## config.mk

```make
export PLATFORM = sky130hd
export DESIGN_NAME = double_ended_queue
export DESIGN_NICKNAME = d
export VERILOG_FILES = /design/src/hdl/deq_pkg.sv /design/src/hdl/double_ended_queue.sv
export SDC_FILE = /design/constraint.sdc
export NUM_CORES = 1
export LEC_CHECK = 0
export BUFFER_PORTS_ARGS = -buffer_cell sky130_fd_sc_hd__buf_2
export CORE_MARGIN = 2
export CORE_UTILIZATION = 50
export CTS_CLUSTER_SIZE = 25
export DETAILED_ROUTE_END_ITERATION = 16
export PLACE_DENSITY = 0.78
export SLEW_MARGIN = 20
export SYNTH_ARGS = -nofsm -noshare
export SYNTH_HDL_FRONTEND = slang
export SYNTH_SLANG_ARGS = --single-unit
```

## constraint.sdc

```tcl
create_clock -name clk -period 3.7 [get_ports clk]
set_clock_uncertainty 0.2 [all_clocks]
set_input_delay 0.185 -clock clk [delete_from_list [all_inputs] [get_ports clk]]
set_output_delay 0.185 -clock clk [all_outputs]
set_load 0.005 [all_outputs]
```

## src/hdl/deq_pkg.sv

```systemverilog
// Package for the double-ended queue: depth, derived widths and codes.
// Holds the operation, status and controller state types.
// Has no dependencies; imported by double_ended_queue.
package deq_pkg;

  localparam int DEPTH = 16;
  localparam int IDX_W = (DEPTH > 1) ? $clog2(DEPTH) : 1;
  localparam int CNT_W = $clog2(DEPTH + 1);

  localparam int KIND_W      = 3;
  localparam int ITEM_W      = 8;
  localparam int STATUS_W    = 2;
  localparam int ITEM_CNT_W  = 5;

  typedef enum logic [KIND_W-1:0] {
    OP_PUSH_FRONT = 3'd0,
    OP_PUSH_BACK  = 3'd1,
    OP_POP_FRONT  = 3'd2,
    OP_POP_BACK   = 3'd3,
    OP_CLEAR      = 3'd4
  } op_kind_t;

  typedef enum logic [STATUS_W-1:0] {
    ST_DONE      = 2'd0,
    ST_POP_EMPTY = 2'd1,
    ST_PUSH_FULL = 2'd2
  } status_t;

  typedef enum logic [1:0] {
    S_IDLE = 2'd0,
    S_READ = 2'd1,
    S_RESP = 2'd2
  } deq_state_t;

endpackage

```

## src/hdl/double_ended_queue.sv

```systemverilog
// Bounded double-ended queue of 8-bit items in a ring memory of DEPTH entries.
// Each input beat performs one operation (push front, push back, pop front,
// pop back, clear) and yields one output beat with the status, the front and
// back items, the count and an empty flag. An accepted item first updates the
// pointers and writes the memory, then the front and back entries are read
// into registers, and the registered read data then reaches the output
// register once that register is free or drains. The next input beat is
// taken while the previous result still waits in the output register.
// Depends on deq_pkg.
module double_ended_queue
  import deq_pkg::*;
(
  input  logic                  clk,
  input  logic                  rst_n,

  input  logic                  in_valid,
  output logic                  in_stall,
  input  logic [KIND_W-1:0]     in_kind,
  input  logic [ITEM_W-1:0]     in_value,

  output logic                  out_valid,
  input  logic                  out_stall,
  output logic [STATUS_W-1:0]   out_status,
  output logic [ITEM_W-1:0]     out_front_item,
  output logic [ITEM_W-1:0]     out_back_item,
  output logic [ITEM_CNT_W-1:0] out_item_count,
  output logic                  out_is_empty
);

  logic [ITEM_W-1:0] mem [DEPTH];

  deq_state_t        state_r, state_nxt;
  logic [IDX_W-1:0]  head_r, head_nxt;
  logic [CNT_W-1:0]  count_r, count_nxt;
  status_t           status_r, status_nxt;

  logic              wr_en;
  logic [IDX_W-1:0]  wr_addr;
  logic [IDX_W-1:0]  back_addr;
  logic              in_accept;
  logic              out_load;
  logic              full;
  logic              empty;

  logic [ITEM_W-1:0]     rd_front_r, rd_back_r;
  logic                  out_valid_r;
  status_t               out_status_r;
  logic [ITEM_W-1:0]     out_front_r, out_back_r;
  logic [ITEM_CNT_W-1:0] out_count_r;
  logic                  out_empty_r;

  // Ring index of head + offset, where the sum stays below twice the depth.
  function automatic logic [IDX_W-1:0] wrap_add(input logic [IDX_W-1:0] base,
                                                input logic [IDX_W:0]   off);
    logic [IDX_W:0] s;
    logic [IDX_W:0] t;
    s = {1'b0, base} + off;
    t = (s >= (IDX_W+1)'(DEPTH)) ? s - (IDX_W+1)'(DEPTH) : s;
    return t[IDX_W-1:0];
  endfunction

  assign in_accept = in_valid && !in_stall;
  assign full      = (count_r == CNT_W'(DEPTH));
  assign empty     = (count_r == '0);

  // Back entry after the operation; the offset is count - 1, or 0 if empty.
  assign back_addr = wrap_add(head_r, empty ? '0 : (IDX_W+1)'(count_r - 1'b1));

  always_comb begin
    state_nxt  = state_r;
    head_nxt   = head_r;
    count_nxt  = count_r;
    status_nxt = status_r;
    wr_en      = 1'b0;
    wr_addr    = head_r;
    in_stall   = 1'b1;
    out_load   = 1'b0;

    case (state_r)
      S_IDLE: begin
        in_stall = 1'b0;
        if (in_valid) begin
          state_nxt  = S_READ;
          status_nxt = ST_DONE;
          case (op_kind_t'(in_kind))
            OP_PUSH_FRONT: begin
              if (full) begin
                status_nxt = ST_PUSH_FULL;
              end else begin
                head_nxt  = (head_r == '0) ? IDX_W'(DEPTH - 1) : head_r - 1'b1;
                wr_en     = 1'b1;
                wr_addr   = head_nxt;
                count_nxt = count_r + 1'b1;
              end
            end
            OP_PUSH_BACK: begin
              if (full) begin
                status_nxt = ST_PUSH_FULL;
              end else begin
                wr_en     = 1'b1;
                wr_addr   = wrap_add(head_r, (IDX_W+1)'(count_r));
                count_nxt = count_r + 1'b1;
              end
            end
            OP_POP_FRONT: begin
              if (empty) begin
                status_nxt = ST_POP_EMPTY;
              end else begin
                head_nxt  = (head_r == IDX_W'(DEPTH - 1)) ? '0 : head_r + 1'b1;
                count_nxt = count_r - 1'b1;
              end
            end
            OP_POP_BACK: begin
              if (empty) begin
                status_nxt = ST_POP_EMPTY;
              end else begin
                count_nxt = count_r - 1'b1;
              end
            end
            OP_CLEAR: begin
              head_nxt  = '0;
              count_nxt = '0;
            end
            default: begin
            end
          endcase
        end
      end
      S_READ: begin
        state_nxt = S_RESP;
      end
      S_RESP: begin
        // Load the result once the output register is free or drains now.
        if (!out_valid_r || !out_stall) begin
          out_load  = 1'b1;
          state_nxt = S_IDLE;
        end
      end
      default: begin
        state_nxt = S_IDLE;
      end
    endcase
  end

  always_ff @(posedge clk) begin
    if (!rst_n) begin
      state_r     <= S_IDLE;
      head_r      <= '0;
      count_r     <= '0;
      status_r    <= ST_DONE;
      out_valid_r <= 1'b0;
    end else begin
      state_r     <= state_nxt;
      head_r      <= head_nxt;
      count_r     <= count_nxt;
      status_r    <= status_nxt;
      out_valid_r <= out_load || (out_valid_r && out_stall);
    end
  end

  // Ring memory: one write port, two registered read ports.
  always_ff @(posedge clk) begin
    if (wr_en && in_accept) begin
      mem[wr_addr] <= in_value;
    end
  end

  always_ff @(posedge clk) begin
    if (state_r == S_READ) begin
      rd_front_r <= mem[head_r];
      rd_back_r  <= mem[back_addr];
    end
  end

  always_ff @(posedge clk) begin
    if (out_load) begin
      out_status_r <= status_r;
      out_front_r  <= empty ? '0 : rd_front_r;
      out_back_r   <= empty ? '0 : rd_back_r;
      out_count_r  <= ITEM_CNT_W'(count_r);
      out_empty_r  <= empty;
    end
  end

  assign out_valid      = out_valid_r;
  assign out_status     = out_status_r;
  assign out_front_item = out_front_r;
  assign out_back_item  = out_back_r;
  assign out_item_count = out_count_r;
  assign out_is_empty   = out_empty_r;

  // The fill count never passes the depth and the head stays in the ring.
  a_count_bound: assert property (@(posedge clk) disable iff (!rst_n)
    (count_r <= CNT_W'(DEPTH)) && (head_r <= IDX_W'(DEPTH - 1)))
    else $error("deque pointer or count out of range");

  // An accepted beat always moves on to the memory read.
  a_accept_read: assert property (@(posedge clk) disable iff (!rst_n)
    in_accept |=> (state_r == S_READ))
    else $error("accepted beat did not start a read");

  // A result is loaded only when the output register can take it.
  a_no_overwrite: assert property (@(posedge clk) disable iff (!rst_n)
    (out_valid && out_stall) |-> !out_load)
    else $error("stalled output beat overwritten");

  // An empty result carries zero items and zero count.
  a_empty_zero: assert property (@(posedge clk) disable iff (!rst_n)
    (out_valid && out_is_empty) |->
      (out_item_count == '0) && (out_front_item == '0) && (out_back_item == '0))
    else $error("empty result with nonzero fields");

endmodule
```

==> out/results.ini, run 1 <==
[power_and_ir_drop]
switching_share_pct = 28.08
p_leak_nw = 3.386
powerDensity_nw_per_um2 = 523.8
pwr-share-seq_pct = 44.8
pwr-share-clk_pct = 34.4
peakVddDrop_uv = 398.6
p_int_mw = 3.760
comb_power_share_pct = 20.8
p_sw_mw = 1.468

[timing]
min_period_over_period_pct = 93.54
finalSetupViolCount = 0
period_minus_slack_ns = 3.461
fmax_mhz = 288.9
finalHoldViolations = 0
rsz0062_at_grt = false
totalNegativeSetupSlack_ns = 0
drv_slew = 0
worst_slack_ns = 0.2390
whs_ns = 0.1050
tightest_slew_ns = 0.6967
slew_headroom_pct = 53.20

[synth]
syn_area_per_cell_um2 = 16.90
synthDistinctLibCells = 58
yosys_register_bits = 182
synth.most_common_cell = edfxtp_1
synth_area_leaders = edfxtp_1 (59%), mux4_2 (19%), dfxtp_1 (3.3%), mux2i_1 (3.0%), ha_1 (1.6%)
synth-async-reset-ratio_pct = 0
synthesis.nets = 537
ys_warn_count = 0
netlist_top_cells_count = edfxtp_1 (168), mux4_2 (71), mux2i_1 (26)
synthFlopType = edfxtp_1
yosysTopAreaCell = edfxtp_1
syn_inst = 509
ys_seq_area_share_pct = 61.89
synth-edff-count = 168
netlist_area_um2 = 8605
yosysTopAreaCellShare_pct = 58.63

[status]
status = completed

[global_routing]
grt_pass1_vias = 5145
grt_max_degree = 33
track_usage_pct = 22.28
antenna_found_initial = 0
grt-ovfl-total = 0
grt_pass1_wl_um = 29810

[finish]
drive_above_1_share_pct = 33.39
antenna_cells = 0
seqCellArea_um2 = 5326
nNetsFinal = 611
multiInputGateArea_um2 = 3123
stdcell_area_um2 = 9981
fillers = 1201
syn_to_final_growth_pct = 16.00

[setup_path]
start_kind = register
path_cells = inv_1 -> ha_1 -> nor4b_2 -> or2_2 -> inv_1 -> ha_1 -> a21o_1 -> a21oi_1 -> xor2_1 -> xnor2_4 -> buf_12 -> mux2i_1 -> mux2i_1
cp_max_fo = 16
path_delay_family = XOR/XNOR gates
crit_path_max_incr_delay_ns = 0.39
crit_arrival_ns = 3.44
worstSetupPathType = reg -> reg
endpoint_kind = register
crit_required_ns = 3.68
slowest_stage = xor2_1
worst-path-buf-inv = 3

[clock_tree]
cts_root_buf = clkbuf_16
clock_path_buffers = 2
numCtsBuffers = 17
clk_pin_slew_ns = 0.07
insertion_delay_ns = 0.43
cts_tree = yes
cts_htree_levels = 4
cts_num_sinks = 182

[floorplan]
die_y_um = 135.2
dieArea_um2 = 18280
start_util_pct = 51.52
std_cell_rows = 47
io_pins = 41
core_area_um2 = 16700
die_x_um = 135.2

[drt]
drtIter0Drc = 522
detail_route.wl_per_cell_um = 23.44
wl_um = 19120
vias = 5062
drtAntennaViolNets = 0
vias_per_cell = 6.203
dr.pass1.iters = 5
drc_errors = 0

[place]
globalplace.congestion = 0.8609
place_area_um2 = 9224
pre_cts_ws_ns = -0.1924
io_buffers = 40
dp_hpwl_um = 12750

[min_path]
min_path_type = in -> reg

[run]
cap_violations = 0

final cells by class:
cell class / count / share of cell area, %
clock buffer: 17 / 4.262
tap: 220 / 2.758
inverter: 12 / 0.4513
timing repair buffer: 85 / 6.042
multi-input combinational: 285 / 31.29
sequential: 182 / 53.37
clock inverter: 15 / 1.830
routing by layer:
metal	vias to the layer above	global-route usage, %	wire [um]
li1	2222	-	-
met1	2527	29.34	7579
met2	274	36.24	9358
met3	39	5.724	1720
met4	0	8.275	465
met5	-	0	0
cell usage in the layout (no fill, tap or decap), drive strengths merged, types with 6 or more instances in the layout:
cell and n:
nor3 19, dlygate4sd3 11, clkbuf 17, mux2i 26
nand2 21, buf 74, or2 6, nor2 19
a21oi 15, inv 18, nor2b 18, dfxtp 14
o21ai 16, edfxtp 168, clkinv 8, ha 11
nand2b 6, nand3 8, mux4 71
what timing repair did:
item / 4_1_cts / 5_1_grt
buffers inserted: 0 / 2
hold buffers: 11 / 0
hold endpoints to repair: 135 / 0
pin swaps: 0 / 1
endpoints found under the setup margin: 8 / 6
resized for setup: 1 / 0
sequential cells by signal, summed over array words and instances, names as in the netlist:
signal          cells
count_r             5
state_r             2
out_back_item       8
out_is_empty        1
status_r            2
rd_front_r          8
out_front_item      8
out_item_count      5
rd_back_r           8
mem               128
head_r              4
out_status          2
out_valid           1
tightest hold or removal path: cells and delay by family:
| family | cells | cell delay [ns] |
|---|---|---|
| AND/OR/NAND/NOR | 2 | 0.15 |
| AO/OA/AOI/OAI | 1 | 0.15 |
| buffers and inverters | 1 | 0.20 |
power by group through the flow:
stage	Combinational (mW)	Sequential (mW)	Clock [mW]
after global routing	1.17	2.35	1.90
after CTS	1.06	2.34	1.81
final	1.09	2.34	1.80
after global placement	1.01	2.39	0
after detailed placement	1.04	2.39	0
after floorplan	0.754	2.38	0
stage by stage:
| stage | util [%] | total power, mW | cells |
|---|---|---|---|
| after floorplan | - | 3.139 | 509 |
| after global placement | 55.23 | 3.401 | 771 |
| after detailed placement | 55.23 | 3.433 | 771 |
| after CTS | 59.60 | 5.220 | 814 |
| after global routing | 59.76 | 5.416 | 816 |
| final | 59.76 | 5.228 | 816 |
final timing paths:
check                                              start                       end  slack (ns)  depth (start not counted)
worst min register to register  status_r[0]$_SDFFE_PN0P_   out_status[0]$_DFFE_PP_        0.27                          0
worst min-delay path                          in_kind[1]  status_r[1]$_SDFFE_PN0P_        0.11                          4
worst max-delay path             count_r[0]$_SDFFE_PN0P_    rd_back_r[5]$_DFFE_PN_        0.24                         13
worst max register to register   count_r[0]$_SDFFE_PN0P_    rd_back_r[5]$_DFFE_PN_        0.24                         13
kinds of logic (layout without fill, tap and decap cells):
family | Yosys count | in the layout | synth area share, %
fa+ha+maj | 13 | 13 | 2.065
simple gates | 105 | 105 | 6.587
mux | 99 | 99 | 21.87
flops | 182 | 182 | 61.89
buf+inv | 42 | 129 | 2.094
compound gates | 62 | 62 | 4.799
xor+xnor | 6 | 6 | 0.6980
No activity file was read; power rests on OpenSTA's default activity.
==> run 2: changes to the inputs <==
--- a/config.mk
+++ b/config.mk
@@ -5,12 +5,13 @@
 export SDC_FILE = /design/constraint.sdc
 export NUM_CORES = 1
 export LEC_CHECK = 0
-export BUFFER_PORTS_ARGS = -buffer_cell sky130_fd_sc_hd__buf_2
 export CORE_MARGIN = 2
 export CORE_UTILIZATION = 50
 export CTS_CLUSTER_SIZE = 25
 export DETAILED_ROUTE_END_ITERATION = 16
-export PLACE_DENSITY = 0.78
+export DONT_BUFFER_PORTS = 1
+export PLACE_DENSITY = 0.76
+export SKIP_CTS_REPAIR_TIMING = 1
 export SLEW_MARGIN = 20
 export SYNTH_ARGS = -nofsm -noshare
 export SYNTH_HDL_FRONTEND = slang
==> run 2 against run 1 <==
  * The run now ends with hold timing left
  * Global-route usage rose by 0.66 points
  * Clock power barely moved
  * Non-clock buffer count fell by 34
  * Total power rose by 0.18%
  * Sequential share of layout area rose by 0.71 points
  * Worst hold slack got worse by 0.16 ns
  * Via count rose by 2.6%
  * Routed wire length rose by 4.8%
  * Sequential cell count did not move
  * Critical path type unchanged
  * Largest power group unchanged
  * Highest routed layer unchanged
==> out/results.ini, run 2 (same netlist as run 1, synthesis figures left out) <==
[setup_path]
cp_num_cells = 12  ; -1
rr_startpoint = count_r[0]$_SDFFE_PN0P_
cp_max_fo = 32  ; +16
ff2ff_setup_slack_ns = 0.31  ; +0.07 ns
path_cells = inv_1 -> ha_1 -> nor4b_2 -> buf_4 -> nor2_1 -> ha_2 -> inv_1 -> fa_1 -> buf_12 -> mux4_2 -> mux2i_1 -> mux2i_1
path_delay_family = adder cells
worstSetupPathType = reg -> reg
endpoint_kind = register
slowest_stage = fa_1
reg2reg_to = rd_back_r[2]$_DFFE_PN_
crit_required_ns = 3.68  ; about the same
crit_arrival_ns = 3.37  ; -0.07 ns
worst_r2r_path_depth = 12  ; -1
worst-path-buf-inv = 4  ; +1
crit_path_max_incr_delay_ns = 0.53  ; +0.14 ns
start_kind = register

[floorplan]
std_cell_rows = 47  ; unchanged
die_x_um = 135.2  ; unchanged
dieArea_um2 = 18280  ; unchanged
start_util_pct = 51.52  ; unchanged
core_area_um2 = 16700  ; unchanged
io_pins = 41  ; unchanged
die_y_um = 135.2  ; unchanged

[global_routing]
grt_max_degree = 33  ; unchanged
track_usage_pct = 22.94  ; +0.66 points
grt-ovfl-total = 0  ; unchanged
grt_pass1_wl_um = 30260  ; +1.5%
grt_pass1_vias = 5096  ; -0.95%
antenna_found_initial = 1  ; +1

[finish]
largest_register_ffs = 128  ; unchanged
stdcell_area_um2 = 9849  ; -1.3%
final_cell_mix = edfxtp_1 (168), mux4_2 (71), buf_4 (33)
final_common_cell = edfxtp_1
syn_to_final_growth_pct = 14.47
top_register = mem
fin_cells = 783  ; -4.0%
nNetsFinal = 577  ; -5.6%
drive_above_1_share_pct = 28.83  ; -4.6 points

[power_and_ir_drop]
powerDensity_nw_per_um2 = 531.8  ; +1.5%
peakVddDrop_uv = 361.6  ; -9.3%
p_leak_nw = 3.258  ; -3.8%
finalPower_mw = 5.238  ; +0.18%

[timing]
slew_headroom_pct = 48.58  ; -4.6 points
drv_slew = 0  ; unchanged
finalSetupViolCount = 0  ; unchanged
min_period_over_period_pct = 91.75  ; -1.8 points
finalHoldViolations = 1  ; +1
fmax_mhz = 294.6  ; +1.9%
totalNegativeSetupSlack_ns = 0  ; unchanged
whs_ns = -0.05973  ; -0.1647 ns
period_minus_slack_ns = 3.395  ; -0.06612 ns
tightest_slew_ns = 0.7655  ; +0.06882 ns
rsz0062_at_grt = false

[drt]
drc_errors = 0  ; unchanged
drtIter0Drc = 605  ; +16%
drtAntennaViolNets = 0  ; unchanged
detail_route.wl_per_cell_um = 25.60  ; +9.2%
vias = 5193  ; +2.6%
vias_per_cell = 6.632  ; +6.9%
wl_um = 20040  ; +4.8%
dr.pass1.iters = 5  ; unchanged

[clock_tree]
clk_pin_slew_ns = 0.07  ; about the same
cts_root_buf = clkbuf_16
clock_path_buffers = 2  ; unchanged
cts_tree = yes
insertion_delay_ns = 0.44  ; about the same
numCtsBuffers = 17  ; unchanged
cts_num_sinks = 182  ; unchanged
cts_htree_levels = 4  ; unchanged

[run]
cap_violations = 0  ; unchanged

[place]
globalplace.congestion = 0.8734  ; +1.5%
dp.cells = 735  ; -4.7%
place_area_um2 = 9066  ; -1.7%
dp_hpwl_um = 12540  ; -1.6%
io_buffers = 0  ; -100%

[status]
violations = hold timing
status = complete, but fails checks

[min_path]
hold_end = count_r[3]$_SDFFE_PN0P_
min_from = in_kind[2]
min_path_type = in -> reg
worstHoldPathCells = 3  ; -1

-- run 2: changes by cell type in the layout (fill, tap and decap cells not counted), moves of 2 or more --
| cell | change |
|---|---|
| dlygate4sd3_1 | +3 |
| clkinv_4 | +2 |
| clkinv_8 | -6 |
| bufinv_16 | +2 |
| buf_4 | +2 |
| buf_2 | -40 |
-- run 2: where the power goes --
group | internal, mW | switching [mW]
logic | 0.525 | 0.559
registers | 2.32 | 0.0215
clock network | 1.01 | 0.794
-- run 2: worst register-to-register path, stage by stage, from the launching register on --
cell and delay [ns]:
dfxtp_1 0.34, inv_1 0.08, ha_1 0.26, nor4b_2 0.18
buf_4 0.22, nor2_1 0.12, ha_2 0.18, inv_1 0.05
fa_1 0.53, buf_12 0.25, mux4_2 0.37, mux2i_1 0.22
mux2i_1 0.12
-- run 2: worst max path at each step --
stage,from,end,slack (ns)
after detailed placement,count_r[0]$_SDFFE_PN0P_,rd_back_r[1]$_DFFE_PN_,0.12
after global placement,count_r[0]$_SDFFE_PN0P_,rd_back_r[5]$_DFFE_PN_,0.34
after CTS,count_r[0]$_SDFFE_PN0P_,rd_back_r[1]$_DFFE_PN_,0.1
after global routing,count_r[0]$_SDFFE_PN0P_,rd_back_r[6]$_DFFE_PN_,0.1
final,count_r[0]$_SDFFE_PN0P_,rd_back_r[2]$_DFFE_PN_,0.31
after floorplan,count_r[0]$_SDFFE_PN0P_,rd_back_r[6]$_DFFE_PN_,0.07
-- run 2: routing by layer --
| metal | up-vias | GRT usage (%) | routed length, um |
|---|---|---|---|
| met5 | - | 0 | 0 |
| met4 | 0 | 8.044 | 472 |
| met3 | 39 | 5.387 | 1803 |
| met2 | 335 | 37.85 | 9997 |
| met1 | 2666 | 30.27 | 7770 |
| li1 | 2153 | - | - |
-- run 2: metrics by stage --
step / utilization, % / worst slack [ns]
6_report: 58.98 / 0.3051
5_1_grt: 58.96 / 0.09982
4_1_cts: 57.84 / 0.09725
3_5_place_dp: 54.29 / 0.1223
3_3_place_gp: 54.29 / 0.3380
2_1_floorplan: - / 0.06953
-- run 2: layout make-up --
class                      count  area, um^2
clock inverter                14       165.2
fill                        1193        6852
tap                          220       275.3
clock buffer                  18       429.2
sequential                   182        5326
timing repair buffer          51       467.9
inverter                      12       45.04
multi-input combinational    285        3138
antenna                        1       2.502
